## config.mk

```make
export PLATFORM = sky130hd
export DESIGN_NAME = demand_paging_translator
export DESIGN_NICKNAME = d
export VERILOG_FILES = /design/src/rtl/dpt_pkg.sv /design/src/rtl/dpt_ram.sv /design/src/rtl/dpt_ctrl.sv /design/src/rtl/dpt_datapath.sv /design/src/rtl/demand_paging_translator.sv
export SDC_FILE = /design/constraint.sdc
export NUM_CORES = 1
export LEC_CHECK = 0
export BUFFER_PORTS_ARGS = -buffer_cell sky130_fd_sc_hd__buf_4
export CORE_ASPECT_RATIO = 1.4
export CORE_MARGIN = 2
export CORE_UTILIZATION = 41
export CTS_CLUSTER_SIZE = 28
export DETAILED_ROUTE_END_ITERATION = 8
export PLACE_DENSITY = 0.63
export SKIP_CTS_REPAIR_TIMING = 1
export SYNTH_ARGS = -nofsm -noshare
export SYNTH_HDL_FRONTEND = slang
export SYNTH_HIERARCHICAL = 1
export SYNTH_SLANG_ARGS = --single-unit
```

## constraint.sdc

```tcl
create_clock -name clk -period 5.66 [get_ports clk]
set_clock_uncertainty 0.2 [all_clocks]
set_input_delay 0.566 -clock clk [delete_from_list [all_inputs] [get_ports clk]]
set_output_delay 0.566 -clock clk [all_outputs]
set_load 0.05 [all_outputs]
```

## src/rtl/dpt_pkg.sv

```systemverilog
// Package: shared types, status codes and controller states for the page translator
`timescale 1ns / 1ps
package dpt_pkg;

  localparam int VA_W = 17;
  localparam int PA_W = 16;
  localparam int ST_W = 2;

  localparam logic [ST_W-1:0] STATUS_HIT  = 2'd0;
  localparam logic [ST_W-1:0] STATUS_NEW  = 2'd1;
  localparam logic [ST_W-1:0] STATUS_FULL = 2'd2;

  typedef struct packed {
    logic            process_select;
    logic [VA_W-1:0] virtual_address;
  } access_t;

  typedef struct packed {
    logic [PA_W-1:0] physical_address;
    logic [ST_W-1:0] status;
  } result_t;

  typedef enum logic [2:0] {
    ST_CLEAR,
    ST_IDLE,
    ST_REDUCE,
    ST_LOOKUP,
    ST_CHECK
  } state_t;

  typedef struct packed {
    logic clear;
    logic load;
    logic reduce;
    logic lookup;
    logic commit;
  } cmd_t;

  typedef struct packed {
    logic clear_done;
    logic reduce_done;
    logic out_free;
  } stat_t;

endpackage

```

## src/rtl/dpt_ram.sv

```systemverilog
// Generic single-write, single-read RAM with registered read data
`timescale 1ns / 1ps
module dpt_ram #(
  parameter int WIDTH = 8,
  parameter int DEPTH = 64
) (
  input  logic                     clk,
  input  logic                     wr_en,
  input  logic [$clog2(DEPTH)-1:0] wr_addr,
  input  logic [WIDTH-1:0]         wr_data,
  input  logic                     rd_en,
  input  logic [$clog2(DEPTH)-1:0] rd_addr,
  output logic [WIDTH-1:0]         rd_data
);

  logic [WIDTH-1:0] mem [DEPTH];

  always_ff @(posedge clk) begin
    if (wr_en) begin
      mem[wr_addr] <= wr_data;
    end
    if (rd_en) begin
      rd_data <= mem[rd_addr];
    end
  end

endmodule

```

## src/rtl/dpt_ctrl.sv

```systemverilog
// Controller: sequences page map clearing, page reduction, lookup and commit
`timescale 1ns / 1ps
module dpt_ctrl (
  input  logic          clk,
  input  logic          rst,
  input  logic          access_valid,
  output logic          access_ready,
  input  dpt_pkg::stat_t stat,
  output dpt_pkg::cmd_t  cmd
);

  dpt_pkg::state_t state;
  dpt_pkg::state_t state_next;

  always_ff @(posedge clk) begin
    if (rst) begin
      state <= dpt_pkg::ST_CLEAR;
    end else begin
      state <= state_next;
    end
  end

  always_comb begin
    state_next   = state;
    cmd          = '0;
    access_ready = 1'b0;
    unique case (state)
      dpt_pkg::ST_CLEAR: begin
        cmd.clear = 1'b1;
        if (stat.clear_done) begin
          state_next = dpt_pkg::ST_IDLE;
        end
      end
      dpt_pkg::ST_IDLE: begin
        access_ready = 1'b1;
        if (access_valid) begin
          cmd.load   = 1'b1;
          state_next = dpt_pkg::ST_REDUCE;
        end
      end
      dpt_pkg::ST_REDUCE: begin
        cmd.reduce = 1'b1;
        if (stat.reduce_done) begin
          state_next = dpt_pkg::ST_LOOKUP;
        end
      end
      dpt_pkg::ST_LOOKUP: begin
        cmd.lookup = 1'b1;
        state_next = dpt_pkg::ST_CHECK;
      end
      dpt_pkg::ST_CHECK: begin
        if (stat.out_free) begin
          cmd.commit = 1'b1;
          state_next = dpt_pkg::ST_IDLE;
        end
      end
      default: begin
        state_next = dpt_pkg::ST_IDLE;
      end
    endcase
  end

  a_check_holds: assert property (@(posedge clk) disable iff (rst)
    (state == dpt_pkg::ST_CHECK) && !stat.out_free |=> state == dpt_pkg::ST_CHECK)
    else $error("commit stage left while result register was blocked");

  a_clear_once: assert property (@(posedge clk) disable iff (rst)
    (state != dpt_pkg::ST_CLEAR) |=> state != dpt_pkg::ST_CLEAR)
    else $error("clearing pass re-entered outside reset");

endmodule

```

## src/rtl/dpt_datapath.sv

```systemverilog
// Datapath: page number reduction, page map memory, frame allocation and result register
`timescale 1ns / 1ps
module dpt_datapath #(
  parameter int PAGE_SIZE     = 4096,
  parameter int FRAME_COUNT   = 16,
  parameter int PAGE_COUNT    = 32,
  parameter int PROCESS_COUNT = 2
) (
  input  logic             clk,
  input  logic             rst,
  input  dpt_pkg::cmd_t    cmd,
  output dpt_pkg::stat_t   stat,
  input  dpt_pkg::access_t access,
  output logic             result_valid,
  input  logic             result_ready,
  output dpt_pkg::result_t result
);

  localparam int OFF_W = $clog2(PAGE_SIZE);
  localparam int PN_W  = dpt_pkg::VA_W - OFF_W;
  localparam int PG_W  = $clog2(PAGE_COUNT);
  localparam int FR_W  = $clog2(FRAME_COUNT);
  localparam int CW    = $clog2(FRAME_COUNT + 1);
  localparam int DEPTH = PROCESS_COUNT * PAGE_COUNT;
  localparam int AW    = $clog2(DEPTH);
  localparam int EW    = FR_W + 1;
  localparam int RS    = PN_W + PG_W;
  localparam int MW    = PN_W + 2;
  localparam int PW    = PN_W + MW;
  localparam longint RECIP = ((longint'(1) << RS) + longint'(PAGE_COUNT) - 1)
                             / longint'(PAGE_COUNT);

  logic             proc;
  logic [PN_W-1:0]  pn;
  logic [OFF_W-1:0] offset;
  logic [PG_W-1:0]  rem;
  logic [PN_W-1:0]  quot;
  logic             step;
  logic [AW-1:0]    clr_cnt;
  logic [CW-1:0]    alloc_cnt;

  logic [PW-1:0]    quot_prod;
  logic [PN_W-1:0]  quot_next;
  logic [RS-1:0]    back;
  logic [PG_W-1:0]  rem_next;
  logic [AW-1:0]    slot;
  logic             wr_en;
  logic [AW-1:0]    wr_addr;
  logic [EW-1:0]    wr_data;
  logic [EW-1:0]    rd_data;
  logic             hit;
  logic             has_free;
  logic [FR_W-1:0]  frame;
  logic [31:0]      pa_full;
  dpt_pkg::result_t result_next;

  assign quot_prod = PW'(pn) * PW'(RECIP);
  assign quot_next = PN_W'(quot_prod >> RS);
  assign back      = RS'(quot) * RS'(PAGE_COUNT);
  assign rem_next  = PG_W'(RS'(pn) - back);

  assign slot     = proc ? AW'(PAGE_COUNT) + AW'(rem) : AW'(rem);
  assign hit      = rd_data[EW-1];
  assign has_free = alloc_cnt < CW'(FRAME_COUNT);
  assign frame    = hit ? rd_data[FR_W-1:0] : alloc_cnt[FR_W-1:0];
  assign pa_full  = (32'(frame) << OFF_W) | 32'(offset);

  always_comb begin
    priority if (hit) begin
      result_next.physical_address = pa_full[dpt_pkg::PA_W-1:0];
      result_next.status           = dpt_pkg::STATUS_HIT;
    end else if (has_free) begin
      result_next.physical_address = pa_full[dpt_pkg::PA_W-1:0];
      result_next.status           = dpt_pkg::STATUS_NEW;
    end else begin
      result_next.physical_address = '0;
      result_next.status           = dpt_pkg::STATUS_FULL;
    end
  end

  assign wr_en   = cmd.clear || (cmd.commit && !hit && has_free);
  assign wr_addr = cmd.clear ? clr_cnt : slot;
  assign wr_data = cmd.clear ? '0 : {1'b1, alloc_cnt[FR_W-1:0]};

  assign stat.clear_done  = clr_cnt == AW'(DEPTH - 1);
  assign stat.reduce_done = step;
  assign stat.out_free    = !result_valid || result_ready;

  dpt_ram #(
    .WIDTH (EW),
    .DEPTH (DEPTH)
  ) u_page_map (
    .clk     (clk),
    .wr_en   (wr_en),
    .wr_addr (wr_addr),
    .wr_data (wr_data),
    .rd_en   (cmd.lookup),
    .rd_addr (slot),
    .rd_data (rd_data)
  );

  always_ff @(posedge clk) begin
    if (rst) begin
      clr_cnt      <= '0;
      alloc_cnt    <= '0;
      step         <= 1'b0;
      result_valid <= 1'b0;
    end else begin
      if (cmd.clear) begin
        clr_cnt <= clr_cnt + AW'(1);
      end
      if (cmd.load) begin
        step <= 1'b0;
      end else if (cmd.reduce) begin
        step <= 1'b1;
      end
      if (cmd.commit && !hit && has_free) begin
        alloc_cnt <= alloc_cnt + CW'(1);
      end
      if (cmd.commit) begin
        result_valid <= 1'b1;
      end else if (result_ready) begin
        result_valid <= 1'b0;
      end
    end
  end

  always_ff @(posedge clk) begin
    if (cmd.load) begin
      proc   <= (PROCESS_COUNT > 1) ? access.process_select : 1'b0;
      pn     <= access.virtual_address[dpt_pkg::VA_W-1:OFF_W];
      offset <= access.virtual_address[OFF_W-1:0];
    end else if (cmd.reduce) begin
      quot <= quot_next;
      rem  <= rem_next;
    end
    if (cmd.commit) begin
      result <= result_next;
    end
  end

  a_alloc_bound: assert property (@(posedge clk) disable iff (rst)
    alloc_cnt <= CW'(FRAME_COUNT))
    else $error("frame allocation count beyond frame count");

  a_alloc_step: assert property (@(posedge clk) disable iff (rst)
    cmd.commit && !hit && has_free |=>
      alloc_cnt == $past(alloc_cnt) + CW'(1) && result.status == dpt_pkg::STATUS_NEW)
    else $error("new mapping did not claim exactly one frame");

  a_fault: assert property (@(posedge clk) disable iff (rst)
    cmd.commit && !hit && !has_free |=>
      $stable(alloc_cnt) && result.status == dpt_pkg::STATUS_FULL &&
      result.physical_address == '0)
    else $error("fault transaction changed allocation or returned an address");

endmodule

```

## src/rtl/demand_paging_translator.sv

```systemverilog
// Top level: demand paging address translator with per-process page tables
//
//  channel  direction  handshake                    payload
//  access   in         access_valid/access_ready    dpt_pkg::access_t
//  result   out        result_valid/result_ready    dpt_pkg::result_t
//
// Each transaction goes through acceptance, the page number reduction (reciprocal multiply
// for the quotient, then the remainder), a page map read and a commit.
// After reset a clearing pass writes every page map entry, with access_ready low.
// A held result stalls the commit cycle; access_ready stays low until the commit.
`timescale 1ns / 1ps
module demand_paging_translator #(
  parameter int PAGE_SIZE     = 4096,
  parameter int FRAME_COUNT   = 16,
  parameter int PAGE_COUNT    = 32,
  parameter int PROCESS_COUNT = 2
) (
  input  logic             clk,
  input  logic             rst,
  input  logic             access_valid,
  output logic             access_ready,
  input  dpt_pkg::access_t access,
  output logic             result_valid,
  input  logic             result_ready,
  output dpt_pkg::result_t result
);

  dpt_pkg::cmd_t  cmd;
  dpt_pkg::stat_t stat;

  dpt_ctrl u_ctrl (
    .clk          (clk),
    .rst          (rst),
    .access_valid (access_valid),
    .access_ready (access_ready),
    .stat         (stat),
    .cmd          (cmd)
  );

  dpt_datapath #(
    .PAGE_SIZE     (PAGE_SIZE),
    .FRAME_COUNT   (FRAME_COUNT),
    .PAGE_COUNT    (PAGE_COUNT),
    .PROCESS_COUNT (PROCESS_COUNT)
  ) u_datapath (
    .clk          (clk),
    .rst          (rst),
    .cmd          (cmd),
    .stat         (stat),
    .access       (access),
    .result_valid (result_valid),
    .result_ready (result_ready),
    .result       (result)
  );

endmodule

```

==> metrics.cfg <==
[critical_path]
worstSetupPathType = reg2reg
worst-path-buf-inv = 1
critPathRequiredTime_ps = 5720
end_kind = register
slowest_delay_ps = 840
worstPathCellList = buf_12 -> mux4_1 -> mux2_2 -> o221ai_1 -> a31oi_1 -> or3_1
critPathLaunchType = register
critPathTopFamily = multiplexers
crit_path_top_delay_cell = edfxtp_1
crit_fanout = 29
cp.arrival_ps = 3440

[sta]
timing.fmax_ghz = 0.296
max_slew_margin = 0.215
finalSetupTns_ps = 0
slew_violations = 0
tightest_slew_ps = 1180
fin_hold_ws_ps = 15.1
grt_setup_unrepaired = no
hold_violations = 0
finalCritPeriodShare = 0.598
layout_min_cycle_time_ps = 3380
setup_viol = 0

[floorplan]
std_cell_rows = 83
chipWidth_um = 166
die_y_um = 231
core_mm2 = 0.0365
start_util = 0.414
dieArea_mm2 = 0.0384
num_io_pins = 42

[power_and_ir_drop]
finalPower_mw = 5.53
p_comb_frac = 0.012
leakagePower_nw = 4.91
p_sw_frac = 0.191
p_per_area_mw_per_mm2 = 324
power_frac_clock = 0.432
seqPwrFrac = 0.556
p_sw_mw = 1.06
vdd_ir_drop_max_uv = 251
internal_power_mw = 4.47

[final_layout]
area_growth_pct = 13.0
post-route-util = 0.468
antenna_cells = 0
drive_above_1_share = 0.243
final_nets = 849
final_cell_area_mm2 = 0.0171

[synth]
synth_xor_area_frac = 0.00348
netlist_area_mm2 = 0.0151
synth.distinct_cells = 53
synth_edf_count = 366
synth-simple-area-share = 0.0603
synth_top_family_by_area = multiplexers
ys_ff_latch = 382
synth_adder_area_share = 0.00166
synthMuxAreaShare = 0.143
synth_top_flop_cell = edfxtp_1
synth_cells = 774
avgSynthCellArea_um2 = 19.5
ys_warn_count = 6
async_reset_ff_frac = 0
synth_compound_area_frac = 0.0216
ys_seq_area_frac = 0.749
synth_nets = 798

[hold_path]
hold_path.class = in2reg

[routing]
ant_nets = 0
wl_per_cell_um = 24.0
dr_total_vias = 7229
totalWireLength_um = 31600
dr.pass1.iters = 5
initialDrtViolationCount = 577
via_per_inst = 5.48
drc_errors = 0

[clocking]
numCtsBuffers = 36
clock-sinks = 382
cts_tree = done
path_clk_slew_ps = 70
cts_root_buf = clkbuf_16
cts.path.max_buffers = 3
h-tree-depth = 2
clkLatencyLatePin_ps = 530

[status]
outcome = finished, final reports clean

[place]
place_area_mm2 = 0.0159
gp_congestion = 0.768
io_buffers = 41
hpwl_um = 19900

[global_routing]
grt_pass1_vias = 7522
antenna_found_initial = 0
grt_max_degree = 65
grt_usage = 0.167
overflow = 0
grt_pass1_wl_um = 48000

[flow_run]
drv_cap = 0

[layer usage]
metal	track usage	routed length [µm]
met2	0.306	17100
met1	0.199	12200
met3	0.0234	1410
met5	0	0
met4	0.0628	981
[cell families (layout without fill, tap and decap cells)]
logic type / count (synthesis) / in the layout
buffers and inverters: 48 / 126
AO/OA/AOI/OAI: 49 / 49
flip-flops: 382 / 382
multiplexers: 108 / 108
XOR/XNOR: 6 / 6
AND/OR/NAND/NOR: 179 / 179
adder cells (fa/ha/maj): 2 / 2
[cell type report]
class | instances | area, µm²
Tap cell | 467 | 584
Fill cell | 3016 | 19400
Multi-Input combinational cell | 344 | 3520
Inverter | 4 | 15.0
Clock inverter | 25 | 230
Timing Repair Buffer | 57 | 463
Sequential cell | 382 | 11300
Clock buffer | 40 | 937
[power by group through the flow]
stage | Combinational (mW) | Sequential, mW | Clock [mW]
6_report | 0.0656 | 3.07 | 2.39
5_1_grt | 0.0701 | 3.07 | 2.55
4_1_cts | 0.0641 | 3.07 | 2.44
3_5_place_dp | 0.0640 | 3.13 | 0
3_3_place_gp | 0.0615 | 3.13 | 0
2_1_floorplan | 0.0311 | 3.13 | 0
[synthesized netlist by cell type, drive strengths merged, types with 4 or more instances]
master / instances / area [µm²]
nand3: 8 / 40.0
nand2: 16 / 60.1
o21ai: 6 / 30.0
a31oi: 8 / 50.1
nand4: 4 / 25.0
o221ai: 7 / 61.3
nor2: 85 / 319
mux2: 18 / 203
nor4: 5 / 37.5
a22oi: 4 / 30.0
a21oi: 7 / 35.0
inv: 4 / 15.0
buf: 24 / 204
nand2b: 9 / 56.3
nor3: 6 / 30.0
and2: 13 / 81.3
or3: 6 / 37.5
nor2b: 12 / 75.1
dfxtp: 16 / 320
edfxtp: 366 / 11000
mux2i: 10 / 100
o22ai: 13 / 81.3
mux4: 80 / 1850
clkbuf: 19 / 86.3
[registers in the layout (all words and copies together) (netlist names)]
register / count
u_datapath/offset: 12
u_ctrl/state: 3
u_datapath/pn: 5
u_datapath/result_valid: 1
u_datapath/alloc_cnt: 5
u_datapath/clr_cnt: 6
u_datapath/u_page_map/rd_data: 5
u_datapath/u_page_map/mem: 320
u_datapath/step: 1
u_datapath/proc: 1
u_datapath/result: 18
u_datapath/rem: 5
[layout by cell type, fill, tap and decap left out, types with 3 or more instances in the layout]
cell type      netlist  layout
clkbuf_16            0      37
dfxtp_1             16      16
o221ai_1             7       7
a21oi_1              7       7
a22oi_1              4       4
nor2_1              85      84
xnor2_1              3       3
nor3_1               6       5
inv_6                0       3
nand4_1              4       4
nor2b_4              0       3
nand2_1             16      16
clkinv_1             0       7
mux4_2              66      66
clkinv_2             0      10
nor2b_1             12       9
xor2_1               3       3
dlygate4sd3_1        0       4
mux2i_1             10      10
nand3_1              8       8
a31oi_1              8       8
bufinv_16            0       4
buf_4                6      51
inv_1                4       3
or3_1                6       6
edfxtp_1           366     366
o21ai_0              6       6
and2_1              13      13
o22ai_1             13      13
nand2b_1             9       9
clkbuf_1            16       3
mux4_1              14      14
mux2_2              18      18
nor4_1               4       4
[path summary, 6_finish.rpt]
check / startpoint / to / slack [ps] / depth (start not counted)
setup / recovery: u_datapath/rem[0]$_DFFE_PP_ / u_datapath/u_page_map/rd_data[3]$_DFFE_PP_ / 2280 / 6
hold / removal: access[15] / u_datapath/pn[3]$_DFFE_PP_ / 20 / 1
setup reg to reg: u_datapath/rem[0]$_DFFE_PP_ / u_datapath/u_page_map/rd_data[3]$_DFFE_PP_ / 2280 / 6
hold reg to reg: u_datapath/pn[4]$_DFFE_PP_ / u_datapath/rem[4]$_DFFE_PP_ / 230 / 0
[worst register-to-register path, cell delays in order (launching register included)]
cell and delay (ps):
edfxtp_1 840, buf_12 320, mux4_1 650, mux2_2 310
o221ai_1 280, a31oi_1 130, or3_1 380
[per-stage QoR]
step	setup slack (ps)	cells
6_report	2280	1319
5_1_grt	2160	1319
4_1_cts	2220	1315
3_5_place_dp	2010	1250
3_3_place_gp	2100	1250
2_1_floorplan	838	774
No activity file was read; power rests on OpenSTA's default activity.
